$ cat config.mk
export PLATFORM = sky130hd
export DESIGN_NAME = rfc_frame_core
export DESIGN_NICKNAME = d
export VERILOG_FILES = /design/src/rtl/rfc_pkg.sv /design/src/rtl/rfc_frame_core.sv
export SDC_FILE = /design/constraint.sdc
export NUM_CORES = 1
export LEC_CHECK = 0
export BUFFER_PORTS_ARGS = -buffer_cell sky130_fd_sc_hd__buf_4
export CAP_MARGIN = 20
export CORE_UTILIZATION = 61
export CTS_CLUSTER_DIAMETER = 40
export DETAILED_ROUTE_END_ITERATION = 10
export GPL_TIMING_DRIVEN = 1
export MAX_ROUTING_LAYER = met4
export PLACE_DENSITY = 0.86
export SYNTH_ARGS = -nofsm -noshare
export SYNTH_HDL_FRONTEND = slang
export SYNTH_SLANG_ARGS = --single-unit
$ cat constraint.sdc
create_clock -name i_clk -period 12.4 [get_ports i_clk]
set_input_delay 2.48 -clock i_clk [delete_from_list [all_inputs] [get_ports i_clk]]
set_output_delay 2.48 -clock i_clk [all_outputs]
set_load 0.03 [all_outputs]
$ cat src/rtl/rfc_pkg.sv
// ----------------------------------------------------------------------------
// rfc_pkg
// Shared constants and types for the reply frame checker.
// ----------------------------------------------------------------------------
package rfc_pkg;

    localparam int         RFC_MAX_FRAME_BYTES = 256;
    localparam logic [7:0] RFC_DEFAULT_HEADER  = 8'h77;

    typedef enum logic [1:0] {
        VERDICT_OK       = 2'd0,
        VERDICT_CHECKSUM = 2'd1,
        VERDICT_HEADER   = 2'd2,
        VERDICT_LENGTH   = 2'd3
    } t_verdict;

    typedef struct packed {
        logic       valid;
        logic [7:0] body_byte;
        logic [7:0] body_index;
        logic       frame_end;
        t_verdict   verdict;
    } t_result;

endpackage

$ cat src/rtl/rfc_frame_core.sv
// ----------------------------------------------------------------------------
// rfc_frame_core
// Frame state per byte request: position, count, running sum, header match,
// and the result that the accepted byte gives.
// ----------------------------------------------------------------------------
module rfc_frame_core #(
    parameter int MAX_FRAME_BYTES = rfc_pkg::RFC_MAX_FRAME_BYTES
) (
    input  logic                i_clk,
    input  logic                i_rst_n,
    input  logic                i_accept,
    input  logic [7:0]          i_rx_byte,
    input  logic [7:0]          i_expected_header,
    output rfc_pkg::t_result    o_result
);
    import rfc_pkg::*;

    localparam logic [8:0] LAST_POS = 9'(MAX_FRAME_BYTES);

    logic [7:0] r_position, n_position;
    logic [7:0] r_length,   n_length;
    logic [7:0] r_sum,      n_sum;
    logic       r_header_ok, n_header_ok;

    logic [7:0] length_now;
    logic [7:0] pos_minus_one;
    logic       last;
    t_verdict   verdict;

    always_comb begin
        length_now    = (r_position == 8'd1) ? i_rx_byte : r_length;
        pos_minus_one = r_position - 8'd1;
        last          = (pos_minus_one >= length_now) ||
                        (({1'b0, r_position} + 9'd1) >= LAST_POS);

        if (r_sum != i_rx_byte) begin
            verdict = VERDICT_CHECKSUM;
        end else if (!r_header_ok) begin
            verdict = VERDICT_HEADER;
        end else if (pos_minus_one != length_now) begin
            verdict = VERDICT_LENGTH;
        end else begin
            verdict = VERDICT_OK;
        end

        n_position  = r_position;
        n_length    = r_length;
        n_sum       = r_sum;
        n_header_ok = r_header_ok;
        o_result    = '0;

        if (r_position == 8'd0) begin
            n_header_ok = (i_rx_byte == i_expected_header);
            n_sum       = i_rx_byte;
            n_position  = 8'd1;
        end else if (!last) begin
            n_length   = length_now;
            n_sum      = r_sum + i_rx_byte;
            n_position = r_position + 8'd1;
            if (r_position != 8'd1) begin
                o_result.valid      = 1'b1;
                o_result.body_byte  = i_rx_byte;
                o_result.body_index = r_position - 8'd2;
            end
        end else begin
            o_result.valid     = 1'b1;
            o_result.frame_end = 1'b1;
            o_result.verdict   = verdict;
            n_position  = 8'd0;
            n_length    = 8'd0;
            n_sum       = 8'd0;
            n_header_ok = 1'b0;
        end
    end

    always_ff @(posedge i_clk) begin
        if (!i_rst_n) begin
            r_position  <= 8'd0;
            r_length    <= 8'd0;
            r_sum       <= 8'd0;
            r_header_ok <= 1'b0;
        end else if (i_accept) begin
            r_position  <= n_position;
            r_length    <= n_length;
            r_sum       <= n_sum;
            r_header_ok <= n_header_ok;
        end
    end

endmodule

======== Word-level counts from Yosys, hierarchy flattened ========
Cells that the tools add are included.
cells by class
  add/subtract/negate cells ............... 5
  order comparisons ....................... 2
  eq/ne operators ......................... 5
  mux-type cells .......................... 16
  bitwise gates (word level) .............. 1
  reductions and logical operators ........ 5
operators with widths
  operator                                                             count
  8-bit 2-to-1 mux                                                     6
  20-bit 2-to-1 mux                                                    1
  17-bit 2-to-1 mux                                                    1
  16-bit 2-to-1 mux                                                    1
  8-bit != test                                                        2
  8-bit by 1-bit adder with 9-bit output (second input constant)       1
  9-bit greater-or-equal comparator (second input constant)            1
  8-bit by 1-bit adder with 8-bit output (second input constant)       1
  8-bit adder                                                          1
  8-bit by 1-bit == test with 1-bit output (second input constant)     1
  8-bit == test                                                        1
  8-bit greater-or-equal comparator                                    1
  8-bit zero test                                                      1
  8-bit by 1-bit != test with 1-bit output (second input constant)     1
  8-bit by 1-bit subtractor with 8-bit output (second input constant)  1
  8-bit by 2-bit subtractor with 8-bit output (second input constant)  1
  2-bit 2-to-1 mux                                                     3
  2-bit AND reduction                                                  2
  1-bit 2-to-1 mux                                                     3
  3-bit 2-to-1 mux                                                     1
  2-bit nonzero test                                                   1
  1-bit logical OR                                                     1
  1-bit NOT                                                            1
storage, ports and cells
  bits in registers ....................... 25
  bits of input ports ..................... 19
  output and inout port bits .............. 20
  logic and storage cells ................. 38

======== Depth between registers and ports, before layout ========
Gate-level depths: netlist of the first run.
  depth in word-level cells ............... 8
  depth in mapped cells ................... 14
  depth with buffers taken out ............ 12

======== Worst setup path before layout of the first run ========
No wires, ideal clock.
  kind .................................... input to output
  start ................................... input i_rx_byte[5]
  end ..................................... output o_result[10] in the netlist's numbering
  data arrival time ....................... 4.661 ns
  data required time ...................... 9.920 ns
  slack ................................... 5.259 ns
  stages on the path ...................... 9
  path buffers ............................ 1
  cell sequence ........................... mux2i_1 ha_1 a211oi_1 nor2_1 or4_4 nor3_4 buf_6 nand2_2 nor2_1
RTL lines
  what             RTL line              source
  start, declared  rfc_frame_core.sv:12  input logic [7:0] i_rx_byte,
  end, declared    rfc_frame_core.sv:14  output rfc_pkg::t_result o_result

==> summary.txt, run 1 <==
Clocking
  – Num CTS Buffers: 3
  – Setup bufs post-CTS: 0
  – Clk slew on worst S/H paths: 0.15 ns
  – Hold Buf Count CTS: 0
  – Max H-tree Level: 1
  – Root buffer cell: clkbuf_4
  – Max Buffers Root-to-Sink: 2
  – Sink Count: 25
  – Post-CTS resize count: 0
  – CTS tree: done
  – Worst skew pair latency: 0.32 ns

GRT
  – Total grt overflow: 0
  – First-pass GRT wire length: 8210 um
  – Number of antenna violations at the first check in global routing: 0
  – Vias in the first global route: around 1800
  – Gr usage total: 0.301
  – Largest net degree at the start of global routing: 24

Critical path
  – Worst Setup End Kind: output port
  – CP arrival: around 5.3 ns
  – Crit-path slowest cell: nor3_4
  – WP data required: between 9 and 10 ns
  – Critical Path, Cell by Cell: buf_4 -> mux2i_1 -> ha_1 -> a211oi_1 -> nor2_1 -> or4_4 -> nor3_4 -> nand2_2 -> nor2_1 -> buf_4
  – Critical Path Max Stage Delay: 0.80 ns
  – WS Path Type: primary input to output port
  – Startpoint Class: primary input
  – Max FO, Critical Path: 23

Floorplan
  – Core area: 3360 sq um
  – Cell Rows: 21
  – Die height: 61.4 um
  – Die Area: 3770 sq um
  – Die Span X: ~61 um
  – Initial Utilization: 0.640
  – Ports: 39

Place
  – Dpl cell area: 2410 sq um
  – Routability cong.: 0.935
  – Number of port buffers: 38
  – DP HPWL: 3790 um
  – Pre-CTS setup slack: 4.62 ns

STA
  – Setup Viol. Count Final: 0
  – Final Hold Fails: 0
  – Slew @ Worst Pin: between 0.9 and 1 ns
  – Fmax: 0.128 GHz
  – Clock Skews: between 0.001 and 0.0015 ns
  – RSZ-0062 raised after global routing: no
  – Final TNS setup: 0 ns
  – Tcrit/Tclk final: 0.629
  – Slew Limit Fails: 0
  – Fin crit period: approximately 7.8 ns
  – Slack of the critical path: 4.60 ns
  – Max-slew headroom: 0.363

Logic synthesis
  – Prevailing post-synth register cell: dfxtp_1
  – Synth top area share: 0.233
  – Number of flops mapped to enable cells by yosys: 0
  – Ys Warns: 0
  – Post-synth top area cell: dfxtp_1
  – Sequential area share after synthesis: 0.233
  – Synth cell types: 47
  – Synthesized area: 2150 sq um
  – Synth top area cells: dfxtp_1 (23%), ha_1 (13%), xnor2_1 (6.9%)
  – Net count after synthesis: between 300 and 400
  – Count leader, synth: nor2_1
  – Syn Area/Cell: 8.24 sq um
  – Fraction of registers with async set/reset: 0
  – Mapped Cells: 261
  – Synth Register Bits: 25
  – Most frequent cells after synthesis: nor2_1 (26), dfxtp_1 (25), ha_1 (22)

Detailed routing
  – WL/cell: 15.4 um
  – First DRT Iteration DRCs: 123
  – Final routed DRC violation total: 0
  – Via Count: 2003
  – Final ANT Viol Nets: 0
  – Routed wire length: 5160 um
  – Initial DRT Pass Iterations: 4
  – Vias per cell: ~6.0

Pwr
  – Pleak: 1.13 nW
  – Power per Cell Area: 84.0 nW/um^2
  – Power Total: between 0.2 and 0.25 mW
  – Max VDD drop: 0.0000500 V

Finish
  – Cell area after layout: ~2400 sq um
  – Layout area overhead: 13.3%
  – Final net count: 332
  – Share of cells above drive strength 1: 0.190
  – # diodes: 0

Run status
  – Outcome: completed

Min path
  – Worst min path class: flip-flop to flip-flop

Run
  – Max_cap viols: 0
## registers in the layout, summed over array words and instances (netlist names)
register,count
r_header_ok,1
r_length,8
r_sum,8
r_position,8
## routing by layer
layer	track usage	part of all wire	vias up	wire [um]
met5	-	0	-	0
met4	0.0889	0.0087	0	45
li1	-	-	992	-
met2	0.477	0.48	56	2470
met1	0.399	0.45	949	2340
met3	0.0462	0.058	6	301
## path summary, 6_finish.rpt
check / slack (ns) / end / from / cells past startpoint
setup reg to reg: 7.92 / r_length[1] / r_position[3] / 11
hold / removal: 0.48 / r_length[3] / r_length[3] / 2
hold reg to reg: 0.48 / r_length[3] / r_length[3] / 2
setup / recovery: 4.60 / o_result[6] / i_rx_byte[5] / 10
## metrics by stage
step           hold WS, ns  utilization  instances
3_3_place_gp         0.435        0.717        331
3_5_place_dp         0.450        0.717        331
4_1_cts              0.481        0.724        335
2_1_floorplan        0.425            -        261
6_report             0.475        0.724        335
5_1_grt              0.495        0.724        335
## final cells by class
type / instances / area (sq um)
clock buffer: 4 / 26.3
fill: 272 / 927
inverter: 11 / 41.3
multi-input combinational: 211 / 1530
sequential: 25 / 500
tap: 46 / 57.6
timing repair buffer: 38 / 285
## cells in the final DEF (no fill, tap or decap), drive strengths merged, types with 2 or more instances in the layout
cell type	synthesis	routed
xnor2	17	17
nor3	6	6
a221oi	5	5
nand4	8	8
buf	7	38
a211oi	2	2
xor2	11	11
a21boi	4	4
o211ai	2	2
nor2	26	26
nand3	12	12
clkbuf	7	4
nand2	22	22
dfxtp	25	25
nor4	3	3
inv	11	11
ha	22	22
a21oi	10	10
or4	2	2
o21ai	20	20
and2	2	2
o2bb2ai	3	3
and3	11	11
mux2i	7	7
nor2b	2	2
o41ai	2	2
## critical path, delay by kind of cell
kind                     cells  cell delay [ns]
AND/OR/NAND/NOR              5             1.84
buffers and inverters        2             0.30
adder cells (fa/ha/maj)      1             0.28
AO/OA/AOI/OAI                1             0.23
multiplexers                 1             0.18
## cell families (layout without fill, tap and decap cells)
family                   Yosys count  in the layout  synth area share
AND/OR/NAND/NOR                   98             98             0.241
AO/OA/AOI/OAI                     54             54             0.177
XOR/XNOR                          28             28             0.114
flip-flops                        25             25             0.233
buffers and inverters             25             53            0.0582
adder cells (fa/ha/maj)           23             23             0.137
multiplexers                       8              8            0.0396
## where the power goes
group | internal, mW | switching [mW] | total (mW)
sequential | 0.0831 | 0.00218 | 0.0852
clock | 0.0126 | 0.0265 | 0.0391
combinational | 0.0328 | 0.0475 | 0.0803
Power figures use the tool's default switching activity.
==> run 2, diff against run 1 <==
--- a/config.mk
+++ b/config.mk
@@ -5,14 +5,15 @@
 export SDC_FILE = /design/constraint.sdc
 export NUM_CORES = 1
 export LEC_CHECK = 0
+export ABC_AREA = 1
 export BUFFER_PORTS_ARGS = -buffer_cell sky130_fd_sc_hd__buf_4
 export CAP_MARGIN = 20
-export CORE_UTILIZATION = 61
+export CORE_UTILIZATION = 57
 export CTS_CLUSTER_DIAMETER = 40
 export DETAILED_ROUTE_END_ITERATION = 10
 export GPL_TIMING_DRIVEN = 1
 export MAX_ROUTING_LAYER = met4
-export PLACE_DENSITY = 0.86
+export PLACE_DENSITY = 0.81
 export SYNTH_ARGS = -nofsm -noshare
 export SYNTH_HDL_FRONTEND = slang
 export SYNTH_SLANG_ARGS = --single-unit
==> constraint.sdc (replaced) <==
create_clock -name i_clk -period 8 [get_ports i_clk]
set_input_delay 1.6 -clock i_clk [delete_from_list [all_inputs] [get_ports i_clk]]
set_output_delay 1.6 -clock i_clk [all_outputs]
set_load 0.03 [all_outputs]
==> run 2 against run 1 <==
Effect of this change:
- first-iteration DRC count grew 29%
- area after synthesis is 9.7% higher
- setup slack got worse by 2.5 ns
- via count up 16%
- sequential share of layout area fell by 1.7 points
- flip-flop and latch count stayed put
- clock-buffer cell count fell by 1
- clock skew increased by 0.0042 ns
- power up 67%
- combinational power increased by 63%
- critical endpoint is now o_result[8]
==> summary.txt, run 2 <==
Clocking
  – Root buffer cell: clkbuf_8
  – Post-CTS resize count: 0 (unchanged)
  – Worst skew pair latency: 0.27 ns (-0.05 ns)
  – Sink Count: 25 (unchanged)
  – Max H-tree Level: 1 (unchanged)
  – Clk slew on worst S/H paths: 0.10 ns (-0.05 ns)
  – Num CTS Buffers: 3 (unchanged)
  – Hold Buf Count CTS: 0 (unchanged)
  – Setup bufs post-CTS: 0 (unchanged)
  – CTS tree: done
  – Max Buffers Root-to-Sink: 2 (unchanged)

Logic synthesis
  – Synthesized area: 2360 sq um (+9.7%)
  – Synth top area share: 0.212 (-0.0205)
  – Mapped Cells: 357 (+37%)
  – Syn Area/Cell: 6.61 sq um (-20%)
  – Number of flops mapped to enable cells by yosys: 0 (unchanged)
  – Fraction of registers with async set/reset: 0 (unchanged)
  – Prevailing post-synth register cell: dfxtp_1
  – Ys Warns: 0 (unchanged)
  – Synth cell types: 33 (-30%)
  – Net count after synthesis: 399 (+32%)
  – Synth Register Bits: 25 (unchanged)
  – Synth top area cells: dfxtp_1 (21%), ha_1 (12%), nand2_1 (11%)
  – Count leader, synth: nand2_1
  – Sequential area share after synthesis: 0.212 (-0.0205)
  – Most frequent cells after synthesis: nand2_1 (72), inv_1 (50), nor2_1 (37)
  – Post-synth top area cell: dfxtp_1

Finish
  – Post-layout util: 0.666 (-0.0587)
  – Biggest regs: r_length: 8 flops, r_position: 8 flops, r_sum: 8 flops
  – Multi-input gate area: 1550 sq um (+1.6%)
  – Cell area after layout: 2660 sq um (+9.3%)
  – # diodes: 0 (unchanged)
  – Fillers: 360 (+32%)
  – Reg area: 500 sq um (unchanged)
  – Final net count: 431 (+30%)
  – Most common cell after layout, fill and taps aside: nand2_1
  – Share of cells above drive strength 1: 0.173 (-0.0176)
  – Most frequent cells in the layout: nand2_1 (72), inv_1 (50), buf_4 (38)
  – Layout area overhead: 12.9%

STA
  – Clock Skews: 0.00542 ns (+0.00418 ns)
  – Tcrit/Tclk final: 0.738
  – Hold WS: 0.471 ns (-0.00442 ns)
  – RSZ-0062 raised after global routing: no
  – Final TNS setup: 0 ns (unchanged)
  – Final Hold Fails: 0 (unchanged)
  – Fin crit period: 5.90 ns
  – Max-slew headroom: 0.439 (+0.0756)
  – Slew Limit Fails: 0 (unchanged)
  – Slew @ Worst Pin: 0.841 ns (-0.111 ns)
  – Setup Viol. Count Final: 0 (unchanged)
  – Fmax: 0.169 GHz

Place
  – DP HPWL: 4310 um (+14%)
  – Dpl cell area: 2610 sq um (+8.5%)
  – Routability cong.: 0.892 (-4.5%)
  – Number of port buffers: 38 (unchanged)

Detailed routing
  – Routed wire length: 5510 um (+6.6%)
  – Final ANT Viol Nets: 0 (unchanged)
  – Initial DRT Pass Iterations: 5 (+1)
  – WL/cell: 12.6 um (-18%)
  – First DRT Iteration DRCs: 159 (+29%)
  – Via Count: 2316 (+16%)
  – Vias per cell: 5.29 (-12%)
  – Final routed DRC violation total: 0 (unchanged)

Critical path
  – Top delay family on crit path: simple AND/OR/NAND/NOR gates
  – CP arrival: 4.30 ns (-1.02 ns)
  – Max FO, Critical Path: 21 (-8.7%)
  – Startpoint Class: primary input
  – WP data required: 6.40 ns (-3.52 ns)
  – Critical Path Max Stage Delay: 0.65 ns (-0.15 ns)
  – WS Path Type: primary input to output port
  – Worst path most repeated cell: inv_1
  – Critical path buffers and inverters: 5 (+3)
  – Critical Path, Cell by Cell: buf_4 -> inv_1 -> o21ai_2 -> inv_1 -> ha_1 -> nand2_1 -> inv_1 -> nand2_1 -> and2_1 -> nand3_1 -> nor2_2 -> nand3_2 -> nor3_1 -> buf_4
  – Worst Setup End Kind: output port
  – Crit-path slowest cell: nor2_2

Floorplan
  – Core area: 4000 sq um (+19%)
  – Ports: 39 (unchanged)
  – Die height: 66.3 um (+8.1%)
  – Cell Rows: 23 (+9.5%)
  – Die Span X: 66.3 um (+8.1%)
  – Initial Utilization: 0.590 (-0.0499)
  – Die Area: 4400 sq um (+17%)

GRT
  – Gr usage total: 0.274 (-0.0278)
  – Largest net degree at the start of global routing: 22 (-8.3%)
  – First-pass GRT wire length: 8990 um (+9.5%)
  – Vias in the first global route: 2028 (+14%)
  – Total grt overflow: 0 (unchanged)
  – Number of antenna violations at the first check in global routing: 0 (unchanged)

Min path
  – Worst min path class: flip-flop to flip-flop

Run
  – Max_cap viols: 0 (unchanged)

Pwr
  – Power per Cell Area: 129 nW/um^2 (+53%)
  – Max VDD drop: 0.000112 V (+120%)
  – Pleak: 1.33 nW (+18%)

Run status
  – Outcome: completed
## run 2: cell count changes after synthesis, moves of 7 or more
cell,delta
a21oi_1,+25
and3_1,-11
inv_1,+39
mux2i_1,-7
nand2_1,+52
nand3_1,+20
nand4_1,-7
nor2_1,+11
o21ai_0,-8
o21ai_2,+7
xnor2_1,-10
xor2_1,+8
## run 2: area by class of cell
cell class / instances / share of cell area
timing repair buffer: 38 / 0.107
sequential: 25 / 0.188
tap: 50 / 0.0235
inverter: 57 / 0.0808
clock buffer: 3 / 0.0155
clock inverter: 1 / 0.00282
multi-input combinational: 264 / 0.582
## run 2: per-stage QoR
| stage | setup WS [ns] | std cells | power (mW) |
|---|---|---|---|
| floorplan | 2.97 | 357 | 0.233 |
| global route | 1.89 | 438 | 0.364 |
| CTS | 2.14 | 438 | 0.344 |
| detailed placement | 2.16 | 434 | 0.266 |
| global placement | 2.19 | 434 | 0.264 |
| finish | 2.10 | 438 | 0.343 |
## run 2: power breakdown
part | leakage [nW] | total [mW] | internal, mW | switching (mW)
Combinational | 1.11 | 0.131 | 0.0477 | 0.0836
Sequential | 0.204 | 0.133 | 0.129 | 0.00360
Clock | 0.0217 | 0.0789 | 0.0354 | 0.0436
Total | 1.33 | 0.343 | 0.212 | 0.131
## run 2: worst paths after layout
path / startpoint / end / slack [ns] / depth (start not counted)
worst max register to register: r_position[1] / r_sum[3] / 4.83 / 17
worst min register to register: r_length[0] / r_length[0] / 0.47 / 2
worst min-delay path: r_length[0] / r_length[0] / 0.47 / 2
worst max-delay path: i_rx_byte[6] / o_result[8] / 2.10 / 14
## run 2: cells by family (layout without fill, tap and decap cells)
kind of cell,count (synthesis),count (layout),synth area share
DFF,25,25,0.212
buffers and inverters,68,99,0.131
adders and majority gates,23,23,0.125
AOI/OAI and AO/OA,55,55,0.128
and+or+nand+nor,160,160,0.307
xor gates and xnor gates,26,26,0.0966
## run 2: metal layers
layer  routed length [um]  global-route usage
met2                 2560               0.439
met5                    0                   -
met4                   30              0.0399
met1                 2690               0.373
met3                  220              0.0362
## run 2: worst register-to-register path: cells and delay by family (launching register included)
| kind | cells | cell delay, ns |
|---|---|---|
| and+or+nand+nor | 9 | 1.57 |
| buffers and inverters | 4 | 0.39 |
| AOI/OAI and AO/OA | 2 | 0.26 |
| DFF | 1 | 0.42 |
| adders and majority gates | 2 | 0.48 |
